`src/sal_pkg.sv`:
```
// shared codes and types for the shifting array list
package sal_pkg;

	// operation codes of an input beat
	localparam logic [1:0] KIND_INS  = 2'd0;
	localparam logic [1:0] KIND_DEL  = 2'd1;
	localparam logic [1:0] KIND_FIND = 2'd2;

	// result status codes
	localparam logic [1:0] STAT_OK    = 2'd0;
	localparam logic [1:0] STAT_FULL  = 2'd1;
	localparam logic [1:0] STAT_RANGE = 2'd2;
	localparam logic [1:0] STAT_MISS  = 2'd3;

	// per-cycle command broadcast to every cell
	typedef struct packed {
		logic ins;
		logic del;
		logic find;
	} sal_ctl_t;

endpackage

```
`src/sal_cell.sv`:
```
// one list cell: holds an entry, shifts with its neighbors, flags a match
module sal_cell #(
	parameter int IDX = 0,
	parameter int PW  = 7
) (
	input  logic             clk,
	input  sal_pkg::sal_ctl_t ctl,
	input  logic [PW-1:0]    pos,
	input  logic [PW-1:0]    cnt,
	input  logic [31:0]      din,
	input  logic [31:0]      lower,
	input  logic [31:0]      upper,
	output logic [31:0]      entry,
	output logic             match
);
	import sal_pkg::*;

	logic [31:0] entry_q;
	logic        match_q;
	logic        at_pos;
	logic        above_pos;
	logic        in_list;

	// where this cell sits relative to the operation position and the count
	assign at_pos    = (pos == PW'(IDX));
	assign above_pos = (pos < PW'(IDX));
	assign in_list   = (PW'(IDX) < cnt);

	// shift up on insert, shift down on erase, compare on find
	always_ff @(posedge clk) begin
		if (ctl.ins) begin
			if (at_pos) begin
				entry_q <= din;
			end else if (above_pos) begin
				entry_q <= lower;
			end
		end else if (ctl.del) begin
			if (at_pos || above_pos) begin
				entry_q <= upper;
			end
		end
		if (ctl.find) begin
			match_q <= (entry_q == din) && in_list;
		end
	end

	assign entry = entry_q;
	assign match = match_q;

endmodule

```
`config.mk`:
```
export PLATFORM = sky130hd
export DESIGN_NAME = sal_cell
export DESIGN_NICKNAME = d
export VERILOG_FILES = /design/src/sal_pkg.sv /design/src/sal_cell.sv
export SDC_FILE = /design/constraint.sdc
export NUM_CORES = 1
export LEC_CHECK = 0
export ABC_AREA = 1
export BUFFER_PORTS_ARGS = -buffer_cell sky130_fd_sc_hd__buf_2
export CAP_MARGIN = 20
export CORE_UTILIZATION = 42
export CTS_BUF_LIST = sky130_fd_sc_hd__clkbuf_2 sky130_fd_sc_hd__clkbuf_4 sky130_fd_sc_hd__clkbuf_8
export CTS_CLUSTER_SIZE = 25
export DETAILED_ROUTE_END_ITERATION = 7
export PLACE_DENSITY = 0.82
export SLEW_MARGIN = 25
export SYNTH_ARGS = -nofsm -noshare
export SYNTH_HDL_FRONTEND = slang
export SYNTH_SLANG_ARGS = --single-unit
```
`constraint.sdc`:
```
create_clock -name clk -period 1.8 [get_ports clk]
set_input_delay 0 -clock clk [delete_from_list [all_inputs] [get_ports clk]]
set_output_delay 0 -clock clk [all_outputs]
set_load 0.02 [all_outputs]
```
==> results.yml <==
outcome:
  status: "complete, but fails checks"
  violated_checks: "design-rule violations"
timing:
  timing.slew.headroom: 0.801
  setup_viol: 0
  finalClockSkew_ps: 4.91
  max_slew.worst_pin.slew_ps: 296
  setup_total_negative_slack_ps: 0
  whs_ps: 20.3
  final_period_minus_worst_setup_slack_ps: 1210
  final-hold-violation-count: 0
  max_clock_freq_ghz: 0.826
  final_min_period_over_clock_period: 0.673
  timing_max_transition_violations_final: 0
  grt_setup_unrepaired: "false"
clock_tree:
  root_buffer: "sky130_fd_sc_hd__clkbuf_8"
  tritoncts: "built"
  tritoncts.num_buffers: 5
  worst_skew_pair.late_latency_ps: 280
  cts_repair_resize_count: 0
  h_tree_lvl_count: 2
  cts_hold_buffers: 1
  cts.clk_slew.worst_paths_ps: 70
  cts.repair_timing.setup_buffer_count: 0
  cts.sink_count: 33
  clock_path_buffers: 2
worst_setup_path:
  crit_path_max_fanout: 3
  worst_path_largest_cell_delay_ps: 410
  worstPathCellList: "or2_2 -> nand3_1 -> nor2_1 -> nand3_1 -> nor2_1"
  critPathLaunchType: "flop"
  worst-endpoint-required_ps: 1840
  worst_setup_path_end_kind: "flop"
  cp_data_arrival_time_ps: 1250
  critical_path_class: "flop to flop"
  crit_path_slowest_cell: "sky130_fd_sc_hd__edfxtp_1"
synthesis:
  synth.distinct_cells: 21
  ys_seq_area_frac: 0.494
  syn_area_um2: 2000
  post-synth-top-area-fraction: 0.494
  synthesis.area_per_instance_um2: 8.60
  synth.area.top_cells: "sky130_fd_sc_hd__edfxtp_1, sky130_fd_sc_hd__nand2_1, sky130_fd_sc_hd__nor2_1, sky130_fd_sc_hd__inv_1, sky130_fd_sc_hd__mux2_4"
  synth-seq-cells: 33
  synth.largest_area_cell: "sky130_fd_sc_hd__edfxtp_1"
  synth.net_count: 347
  post_synth_inst_count: 233
  yosys_warnings: 0
die:
  design.portCount: 147
  die-width_um: 71.1
  fp.dieH_um: 71.1
  row_count: 24
  initial_core_util: 0.448
  coreArea_um2: 4470
  die-area_um2: 5050
job:
  timing.max_cap.violations: 0
drt:
  drtAntennaViolNets: 0
  first_iter_violations: 74
  firstDrtPassIters: 6
  drc_errors: 7
  detailroute.via_count: 1892
  totalWireLength_um: 4660
  wl_per_cell_um: 11.5
  vias_per_cell: 4.66
grt:
  pin_count_of_the_biggest_net_entering_global_routing: 33
  grt_first_pass_wirelength_um: 7530
  grt_antenna_before_repair: 0
  vias_in_the_first_global_route: 1783
  grt.overflow.total: 0
  global_route.usage.total: 0.194
place:
  port-buffer-count: 114
  placement.cell_area_um2: 2630
  gpl_wtd_cong: 0.771
  dp_hpwl_um: 3650
finish:
  sequential_cell_area_um2: 991
  filler_cell_count: 404
  multi_input_comb_area_um2: 823
  fin_area_um2: 2720
  antenna_cells_inserted: 0
  design.final.nets: 467
  synthToLayoutAreaGrowth_pct: 35.6
  drive_above_1_share: 0.407
pwr:
  worst_ir_drop_vdd_mv: 0.396
  power-per-cell-area_nw_per_um2: 603
  power.leakage_nw: 1.39
hold_path:
  worst_hold_path_type: "primary input to flop"
[cell type report]
| cell class | instances | area share |
|---|---|---|
| flip-flops and latches | 33 | 0.364 |
| multi-input cells | 158 | 0.303 |
| repair buffers | 119 | 0.229 |
| inverters | 36 | 0.0497 |
| clock buffers | 5 | 0.0253 |
| well taps | 52 | 0.0239 |
| clock inverters | 3 | 0.00460 |
[flip-flops by register name, indices dropped and copies added, names as in the netlist]
register	flops
match	1
entry	32
[worst max-delay path, delay by kind of cell (launching register included)]
kind          cells  cell delay [ps]
simple gates      5              550
flops             1              410
[cells in the final DEF, fill, tap and decap left out, drive strengths merged]
cell type      n
inv           36
or2            1
nor2b          1
nor4           1
o21ai          5
nor3           2
buf          118
clkbuf         5
xnor2         11
o211a          1
nand2         62
clkinv         3
nand3          3
dlygate4sd3    1
edfxtp        33
mux2          12
nor2          39
a21oi         20
[routing by layer]
layer	track usage	vias up	wire, µm
met2	0.363	77	2360
met1	0.208	833	1930
li1	-	980	-
met5	0	-	0
met4	0.0622	0	37
met3	0.0613	2	337
[final timing paths]
| path | startpoint | end | slack (ps) | cells after the start |
|---|---|---|---|---|
| setup / recovery | entry[29] | match | 590 | 5 |
| setup reg to reg | entry[29] | match | 590 | 5 |
| hold reg to reg | entry[12] | match | 800 | 5 |
| hold / removal | upper[28] | entry[28] | 20 | 2 |
[stage by stage]
| step | total power, mW | worst slack (ps) | utilization | std cells |
|---|---|---|---|---|
| after floorplan | 1.02 | 393 | - | 233 |
| after detailed placement | 1.14 | 586 | 0.587 | 397 |
| after global placement | 1.13 | 613 | 0.587 | 397 |
| after global routing | 1.72 | 477 | 0.608 | 406 |
| final | 1.64 | 589 | 0.608 | 406 |
| after CTS | 1.65 | 572 | 0.608 | 406 |
[where the power goes]
part           internal, mW  switching (mW)  total, mW
clock                 0.260           0.258      0.518
combinational         0.140           0.121      0.262
sequential            0.856         0.00282      0.859
[cell usage after synthesis, drive strengths merged]
master and instances:
nand2 62, nor2 39, inv 36, edfxtp 33
a21oi 20, mux2 12, xnor2 11, buf 6
o21ai 5, nand3 3, nor3 2, nor2b 1
nor4 1, o211a 1, or2 1
[cell families (layout without fill, tap and decap cells)]
group	after synthesis	after routing	synth area share
multiplexers	12	12	0.0805
flip-flops	33	33	0.494
AND/OR/NAND/NOR	109	109	0.215
XOR/XNOR	11	11	0.0481
buffers and inverters	42	163	0.0949
AO/OA/AOI/OAI	26	26	0.0674
Note: power is estimated with default switching activity, not from simulation.
