--- src/sal_pick.sv ---
// first-match selection: isolate the lowest set match bit, then encode it
module sal_pick #(
	parameter int N  = 64,
	parameter int IW = 6
) (
	input  logic          clk,
	input  logic          en,
	input  logic [N-1:0]  match,
	output logic [IW-1:0] idx,
	output logic          hit
);
	logic [N-1:0]  onehot_q;
	logic [IW-1:0] idx_c;

	// keep only the lowest set bit
	always_ff @(posedge clk) begin
		if (en) begin
			onehot_q <= match & (~match + N'(1));
		end
	end

	// one-hot to binary as an or per index bit
	always_comb begin
		idx_c = '0;
		for (int i = 0; i < N; i++) begin
			if (onehot_q[i]) begin
				idx_c = idx_c | IW'(i);
			end
		end
	end

	assign idx = idx_c;
	assign hit = |onehot_q;

endmodule
--- config.mk ---
export PLATFORM = sky130hd
export DESIGN_NAME = sal_pick
export DESIGN_NICKNAME = d
export VERILOG_FILES = /design/src/sal_pick.sv
export SDC_FILE = /design/constraint.sdc
export NUM_CORES = 1
export LEC_CHECK = 0
export BUFFER_PORTS_ARGS = -buffer_cell sky130_fd_sc_hd__buf_2
export CORE_ASPECT_RATIO = 0.5
export CORE_MARGIN = 1.5
export CORE_UTILIZATION = 58
export DETAILED_ROUTE_END_ITERATION = 8
export PLACE_DENSITY = 0.83
export RECOVER_POWER = 25
export SLEW_MARGIN = 30
export SYNTH_ARGS = -nofsm -noshare
export SYNTH_HDL_FRONTEND = slang
export SYNTH_SLANG_ARGS = --single-unit
export TNS_END_PERCENT = 5
--- constraint.sdc ---
create_clock -name clk -period 5.5 [get_ports clk]
set_input_delay 0.55 -clock clk [delete_from_list [all_inputs] [get_ports clk]]
set_output_delay 0.55 -clock clk [all_outputs]
set_load 0.02 [all_outputs]
==> metrics, run 1 <==
Chip Width=108.2 microns; number of flops mapped to enable cells by yosys=64; min Tclk post-route=3135 ps; layout cells sized above 1=27.64%; Setup Buffers After CTS=0; Antenna diodes=0; Hold Crit Class=input pin to register; max reg flops=64; placed insts=405; Slew Viols, Final=65; commonest non-fill, non-tap cell in the layout=buf_2; most frequent cells in the layout=buf_2, edfxtp_1, nor4_1; sequential power share=56.2%; Yosys reg bits=64; Die Y=55.60 microns; initial core utilization=62.78%; Final Instance Area=3807 sq um; Gate power share=6.7%; CTS Buffer Depth=2; Layout area overhead=18.64%; switching part of the total power=23.13%; area occupied by multi-input gates=1212 sq um; Setup CP Type=input pin to register; Setup Total Neg Slack=0 ps; Top Registers=onehot_q (64); Post-CTS Resized=0; Worst-Margin Slew=3354 ps; NetSw=239.8 uW; DRC Markers=0; CTS Hold Bufs=0; Hold WS=506.4 ps; CTS tree=built; Core Util, Final=74.47%; total gr overflow=0; Clock Power Share=37.1%; Via Count=2669; post-DP HPWL=6118 microns; Worst EP required=5380 ps; Seq/Total Area, Yosys=59.88%; number of global-route vias before repair=2542; Pwr Total=1.037 mW; Top reg by flops=onehot_q; Buffers & Inverters on Critical Path=2; Max Fanout on Critical Path=64; Pwr Density=272.3 nW/um^2; Distinct cells, synth=30; fill count=347; CP max stage cell=clkbuf_1; register area=1922 sq um; die area=6016 sq um; Inserted Clock Buffers=9; fin nets=412; Leak=1.309 nW; Syn. warnings=0; PnR worst setup slack=2365 ps; f_max=318.9 MHz; Hold Violations, Final=0; initial antenna violation count=0; outcome=finished with violations; unrepaired setup endpoints after global routing=false; global-route wire length before repair=12610 microns; clock transition at the registers of the reported paths=70 ps; largest net degree at the start of global routing=65; Synth Flop Type=edfxtp_1; port bufs=72; Via density=6.340; crit path capture type=register; Detailed Route WL=8077 microns; Wirelength per Cell=19.19 microns; placed cell areas=3638 sq um; biggest cell delay along the critical path=2350 ps; failing checks=capacitance limit, slew limit; Post-Syn Area per Cell=12.07 sq um; post-synthesis cell count=266; total core area=5112 sq um; async set-reset flop share out of synthesis=0%; antenna viol nets, final=0; Power Internal=796.9 uW; worst-path cell chain=buf_2, clkbuf_1; CP top delay family=buffers and inverters; root buf cell=clkbuf_8; Mapped Area=3209 sq um; Setup Viol. Count Final=0; First-pass DRT Iterations=5; H-tree lvl count=3; # IOs=73; clk sink count=64; initial drt markers=257; worst slack at placement=2917 ps; Peak VDD IR=209.5 uV; Worst Path Arrival=3020 ps; Post-Syn Nets=332; fin cells=421; placer congestion estimate=0.9823; period utilization=57.01%; total track usage=28.90%; Worst setup SP type=input pin; Rows=18; slew margin rel.=-123.6%; MaxCap Viol Count=1
cell usage after synthesis, types with 2 or more instances:
library cell | number | area share, %
and4b_1 | 4 | 1.2
nor3_1 | 29 | 4.5
or4_1 | 13 | 3.0
nand2b_1 | 2 | 0.39
nor4_4 | 3 | 2.0
buf_2 | 3 | 0.47
and4_1 | 5 | 1.4
nand3_1 | 4 | 0.62
nand4_1 | 6 | 1.2
and2_1 | 5 | 0.97
nor3b_1 | 4 | 0.94
and3b_1 | 3 | 0.82
nand3_2 | 3 | 0.94
or4_4 | 4 | 1.4
nor4_2 | 2 | 0.78
nor2_1 | 21 | 2.5
and3_1 | 10 | 1.9
or3_1 | 2 | 0.39
nor4b_1 | 7 | 1.9
nand2_1 | 17 | 2.0
edfxtp_1 | 64 | 60
inv_1 | 12 | 1.4
nand3b_1 | 4 | 0.94
nor4_1 | 33 | 6.4
metal layers:
metal  GRT usage (%)  vias to the layer above  part of all wire (%)
met2           41.14                      145                    43
met3           11.01                       12                    11
met4           9.023                        0                   1.2
met5               0                        -                     0
li1                -                     1245                     -
met1           41.19                     1267                    44
power by group through the flow:
stage | logic [mW] | clock network (mW) | registers (mW)
finish | 0.0693 | 0.385 | 0.583
global route | 0.0758 | 0.408 | 0.585
CTS | 0.0691 | 0.389 | 0.580
detailed placement | 0.0684 | 0 | 0.590
global placement | 0.0649 | 0 | 0.590
floorplan | 0.0201 | 0 | 0.581
cells by family (layout without fill, tap and decap cells):
kind of cell | after synthesis | after routing | synth area share (%)
simple gates | 186 | 186 | 37.90
buf+inv | 16 | 101 | 2.222
flops | 64 | 64 | 59.88
area by class of cell:
class | instances | area share (%)
clock buffers | 11 | 3.451
flip-flops and latches | 64 | 50.48
well taps | 70 | 2.300
clock inverters | 5 | 1.249
inverters | 12 | 1.183
repair buffers | 73 | 9.497
multi-input cells | 186 | 31.84
worst paths after layout:
check | cells past startpoint | to | start | slack, ps
max | 2 | onehot_q[26] | en | 2360
min | 1 | onehot_q[0] | match[0] | 510
Note: power is estimated with default switching activity, not from simulation.
==> inputs of run 2 (changes only) <==
--- a/config.mk
+++ b/config.mk
@@ -5,12 +5,13 @@
 export SDC_FILE = /design/constraint.sdc
 export NUM_CORES = 1
 export LEC_CHECK = 0
+export ABC_AREA = 1
 export BUFFER_PORTS_ARGS = -buffer_cell sky130_fd_sc_hd__buf_2
 export CORE_ASPECT_RATIO = 0.5
 export CORE_MARGIN = 1.5
-export CORE_UTILIZATION = 58
+export CORE_UTILIZATION = 56
 export DETAILED_ROUTE_END_ITERATION = 8
-export PLACE_DENSITY = 0.83
+export PLACE_DENSITY = 0.78
 export RECOVER_POWER = 25
 export SLEW_MARGIN = 30
 export SYNTH_ARGS = -nofsm -noshare
==> constraint.sdc (replaced) <==
create_clock -name clk -period 3.11 [get_ports clk]
set_input_delay 0.311 -clock clk [delete_from_list [all_inputs] [get_ports clk]]
set_output_delay 0.311 -clock clk [all_outputs]
set_load 0.02 [all_outputs]
==> metrics, run 2 <==
max reg flops=64; # IOs=73; Rows=21; Hold Violations, Final=0; Mapped Area=3896 sq um; Setup Buffers After CTS=0; Setup CP Type=register to output port; antenna viol nets, final=0; Wirelength per Cell=16.04 microns; clk sink count=64; total track usage=31.72%; period utilization=69.68%; biggest cell delay along the critical path=390 ps; NetSw=548.7 uW; most frequent cells in the layout=nor2_1, nand2_1, buf_2; Worst Path Arrival=1860 ps; Die Y=61.98 microns; placed insts=688; Synth Flop Type=edfxtp_1; initial drt markers=489; count leader, synth=nor2_1; Top reg by flops=onehot_q; clock transition at the registers of the reported paths=60 ps; CTS Buffer Depth=2; Detailed Route WL=11290 microns; min Tclk post-route=2167 ps; Pwr Density=480.9 nW/um^2; Post-Syn Nets=589; Crit path depth=7; initial core utilization=58.15%; Gate power share=8.6%; placer congestion estimate=0.9563; CP top delay family=simple AND/OR/NAND/NOR gates; async set-reset flop share out of synthesis=0%; Power Internal=1.684 mW; Via Count=3866; Top Registers=onehot_q (64); Inserted Clock Buffers=9; most frequent CP cell=nor2_1; Pwr Total=2.232 mW; number of global-route vias before repair=3386; Hold WS=302.0 ps; failing checks=capacitance limit, slew limit; commonest non-fill, non-tap cell in the layout=nor2_1; Yosys top cell area share=49.33%; Area contributors post-synth=edfxtp_1, nor2_1, nand2_1; root buf cell=clkbuf_16; Worst setup SP type=register; largest area contributor in the netlist=edfxtp_1; Buffers & Inverters on Critical Path=1; Via density=5.491; fin cells=704; Chip Width=121.0 microns; Setup Viol. Count Final=0; synth cell count leaders=nor2_1, nand2_1, edfxtp_1, inv_1, nand3_1; Syn. warnings=0; crit path capture type=output port; unrepaired setup endpoints after global routing=false; Hold Crit Class=input pin to register; total gr overflow=0; Post-CTS Resized=0; CTS tree=built; total core area=6700 sq um; initial antenna violation count=0; Post-Syn Area per Cell=7.450 sq um; f_max=461.5 MHz; worst-path cell chain=nor2_1, nand2_1, nor2_1, nand4_1, nor2_1, nand2_1, buf_2; post-DP HPWL=8904 microns; number of flops mapped to enable cells by yosys=64; Hold Path Depth=2; Antenna diodes=0; slew margin rel.=-6.485%; Yosys reg bits=64; H-tree lvl count=3; Setup Total Neg Slack=0 ps; Max Fanout on Critical Path=2; sequential power share=45.5%; layout cells sized above 1=17.65%; Distinct cells, synth=20; MaxCap Viol Count=1; outcome=finished with violations; global-route wire length before repair=17110 microns; First-pass DRT Iterations=5; Layout area overhead=19.14%; DRC Markers=0; CTS Hold Bufs=0; die area=7497 sq um; fin nets=673; Slew Viols, Final=65; post-synthesis cell count=523; Leak=1.713 nW; fill count=582; Clock Power Share=45.9%; port bufs=72; largest net degree at the start of global routing=65; CP max stage cell=edfxtp_1; Peak VDD IR=273.4 uV; Seq/Total Area, Yosys=49.33%; switching part of the total power=24.58%; Worst EP required=2800 ps; Worst-Margin Slew=1597 ps
## run 2: cell types whose count changed in the layout (fill, tap and decap cells not counted), moves of 10 or more
cell	previous run	this run
nand3_1	4	30
nand2_1	17	110
inv_1	12	52
nor4_1	33	2
nor2_1	21	200
nand4_1	6	16
or4_1	14	0
## run 2: kinds of logic (layout without fill, tap and decap cells)
group                  count (synthesis)  after routing  synth area share (%)
AND/OR/NAND/NOR                      406            406                 45.57
flip-flops                            64             64                 49.33
buffers and inverters                 53            142                 5.106
## run 2: power by group through the flow
stage | clock, mW | sequential (mW) | combinational (mW)
6_report | 1.03 | 1.02 | 0.191
5_1_grt | 1.06 | 1.02 | 0.210
4_1_cts | 1.02 | 1.01 | 0.191
3_5_place_dp | 0 | 1.03 | 0.188
3_3_place_gp | 0 | 1.03 | 0.187
2_1_floorplan | 0 | 1.02 | 0.0827
## run 2: layer usage
layer / global-route usage, % / vias to the layer above / share of wire [%]
met5: 0 / - / 0
met4: 10.76 / 0 / 1.8
met3: 7.299 / 19 / 12
met2: 51.46 / 215 / 42
met1: 43.32 / 1756 / 44
li1: - / 1876 / -
## run 2: through the flow
step                      util, %  setup WS, ps  cell area, sq um
after floorplan                 -          1758              3896
after global placement      65.36          1388              4379
after detailed placement    65.36          1348              4379
after CTS                   69.88         992.9              4682
after global routing        69.28         831.8              4642
final                       69.28         943.0              4642
## run 2: area by class of cell
type | count | area, sq um | share of cell area, %
clock buffers | 9 | 225.2 | 4.852
clock inverters | 7 | 77.57 | 1.671
repair buffers | 73 | 362.8 | 7.817
flip-flops and latches | 64 | 1922 | 41.40
well taps | 92 | 115.1 | 2.480
multi-input cells | 406 | 1740 | 37.49
inverters | 53 | 198.9 | 4.286
## run 2: final timing paths
| kind | endpoint | slack (ps) | start |
|---|---|---|---|
| setup / recovery | hit | 940 | onehot_q[15] |
| hold / removal | onehot_q[2] | 300 | match[1] |
==> inputs of run 3 (changes only) <==
==> constraint.sdc (replaced) <==
create_clock -name clk -period 2.1 [get_ports clk]
set_input_delay 0.21 -clock clk [delete_from_list [all_inputs] [get_ports clk]]
set_output_delay 0.21 -clock clk [all_outputs]
set_load 0.02 [all_outputs]
==> metrics, run 3 (synthesized netlist as in run 2, its figures left out) <==
clk sink count=64; First-pass DRT Iterations=5; CTS tree=built; port bufs=72; Inserted Clock Buffers=9; antenna viol nets, final=0; most frequent cells in the layout=nor2_1, nand2_1, buf_2; largest net degree at the start of global routing=65; failing checks=capacitance limit, slew limit; Top Registers=onehot_q (64); Setup Buffers After CTS=0; hold path startpoint=match[1]; CTS Hold Bufs=0; Worst Path Arrival=1740 ps; Top reg by flops=onehot_q; Setup Total Neg Slack=0 ps; Metal-1 WL=5111 microns; outcome=finished with violations; Post-CTS Resized=0; Layout area overhead=19.85%; Setup CP Type=register to output port; max reg flops=64; Via density=5.408; Antenna diodes=0; Hold Path Depth=2; DR WL met2=4687 microns; total track usage=31.96%; Worst setup SP type=register; Die Y=61.98 microns; slew margin rel.=-6.357%; # IOs=73; total gr overflow=0; Worst-Margin Slew=1595 ps; Max Fanout on Critical Path=2; clock transition at the registers of the reported paths=60 ps; initial antenna violation count=0; Worst EP required=1890 ps; number of global-route vias before repair=3439; placed cell areas=4392 sq um; Via Count=3807; Hold Crit Class=input pin to register; Leak=1.709 nW; Pwr Density=708.6 nW/um^2; top layer in use=met4; DRC Markers=0; global-route wire length before repair=17220 microns; Peak VDD IR=440.9 uV; initial core utilization=58.15%; fin nets=673; initial drt markers=565; unrepaired setup endpoints after global routing=false; Hold Violations, Final=0; Slew Viols, Final=65; Wirelength per Cell=15.92 microns; wire length on met3=1295 microns; commonest non-fill, non-tap cell in the layout=nor2_1; period utilization=92.69%; CTS Buffer Depth=2; H-tree lvl count=3; root buf cell=clkbuf_16; layout cells sized above 1=18.79%; Detailed Route WL=11210 microns; post-DP HPWL=9089 microns; placer congestion estimate=0.9592; crit path launch=onehot_q[15]; MaxCap Viol Count=1; Pwr Total=3.309 mW; Setup Viol. Count Final=0; Rows=21; Final Instance Area=4669 sq um; Chip Width=121.0 microns; crit path capture type=output port; min Tclk post-route=1946 ps; die area=7497 sq um; f_max=513.8 MHz; total core area=6700 sq um
[run 3: cell types whose count changed in the layout (fill, tap and decap cells not counted)]
cell	previous run	this run
clkinvlp_4	1	3
clkinv_2	1	0
buf_2	70	71
nor2_1	200	195
nand2_2	3	4
clkinv_4	1	0
nor2_4	2	4
nand2_1	110	109
clkbuf_1	2	1
nor2_2	9	12
[run 3: cell type report]
| cell class | instances | area [sq um] |
|---|---|---|
| clock buffers | 9 | 225.2 |
| inverters | 53 | 198.9 |
| well taps | 92 | 115.1 |
| flip-flops and latches | 64 | 1922 |
| clock inverters | 7 | 78.83 |
| repair buffers | 73 | 364.1 |
| fillers | 567 | 2031 |
| multi-input cells | 406 | 1765 |
[run 3: final timing paths]
| kind | end | slack, ps |
|---|---|---|
| setup / recovery | hit | 150 |
| hold / removal | onehot_q[2] | 200 |
[run 3: layer usage]
metal	up-vias	GRT usage, %
met5	-	0
met4	0	6.050
met3	13	6.934
met2	232	50.73
met1	1690	46.44
li1	1872	-
[run 3: metrics by stage]
step / setup slack, ps / hold WS, ps / util (%) / instances
after CTS: 182.2 / 164.4 / 70.08 / 704
after global routing: 14.48 / 199.5 / 69.69 / 704
final: 153.6 / 195.2 / 69.69 / 704
after floorplan: 849.2 / 308.9 / - / 523
after global placement: 516.9 / 487.2 / 65.55 / 688
after detailed placement: 548.5 / 495.2 / 65.55 / 688
[run 3: where the power goes]
part / leakage (nW) / total (mW) / switching [mW] / internal [mW]
logic: 0.962 / 0.284 / 0.193 / 0.0905
registers: 0.608 / 1.51 / 0.0346 / 1.47
clock network: 0.139 / 1.52 / 0.587 / 0.930
total: 1.71 / 3.31 / 0.814 / 2.49
[run 3: worst max-delay path: stages, from the launching register on]
cell	delay, ps
edfxtp_1	380
nor2_1	270
nand2_1	120
nor2_1	210
nand4_1	120
nor2_1	120
nand2_1	50
buf_2	150
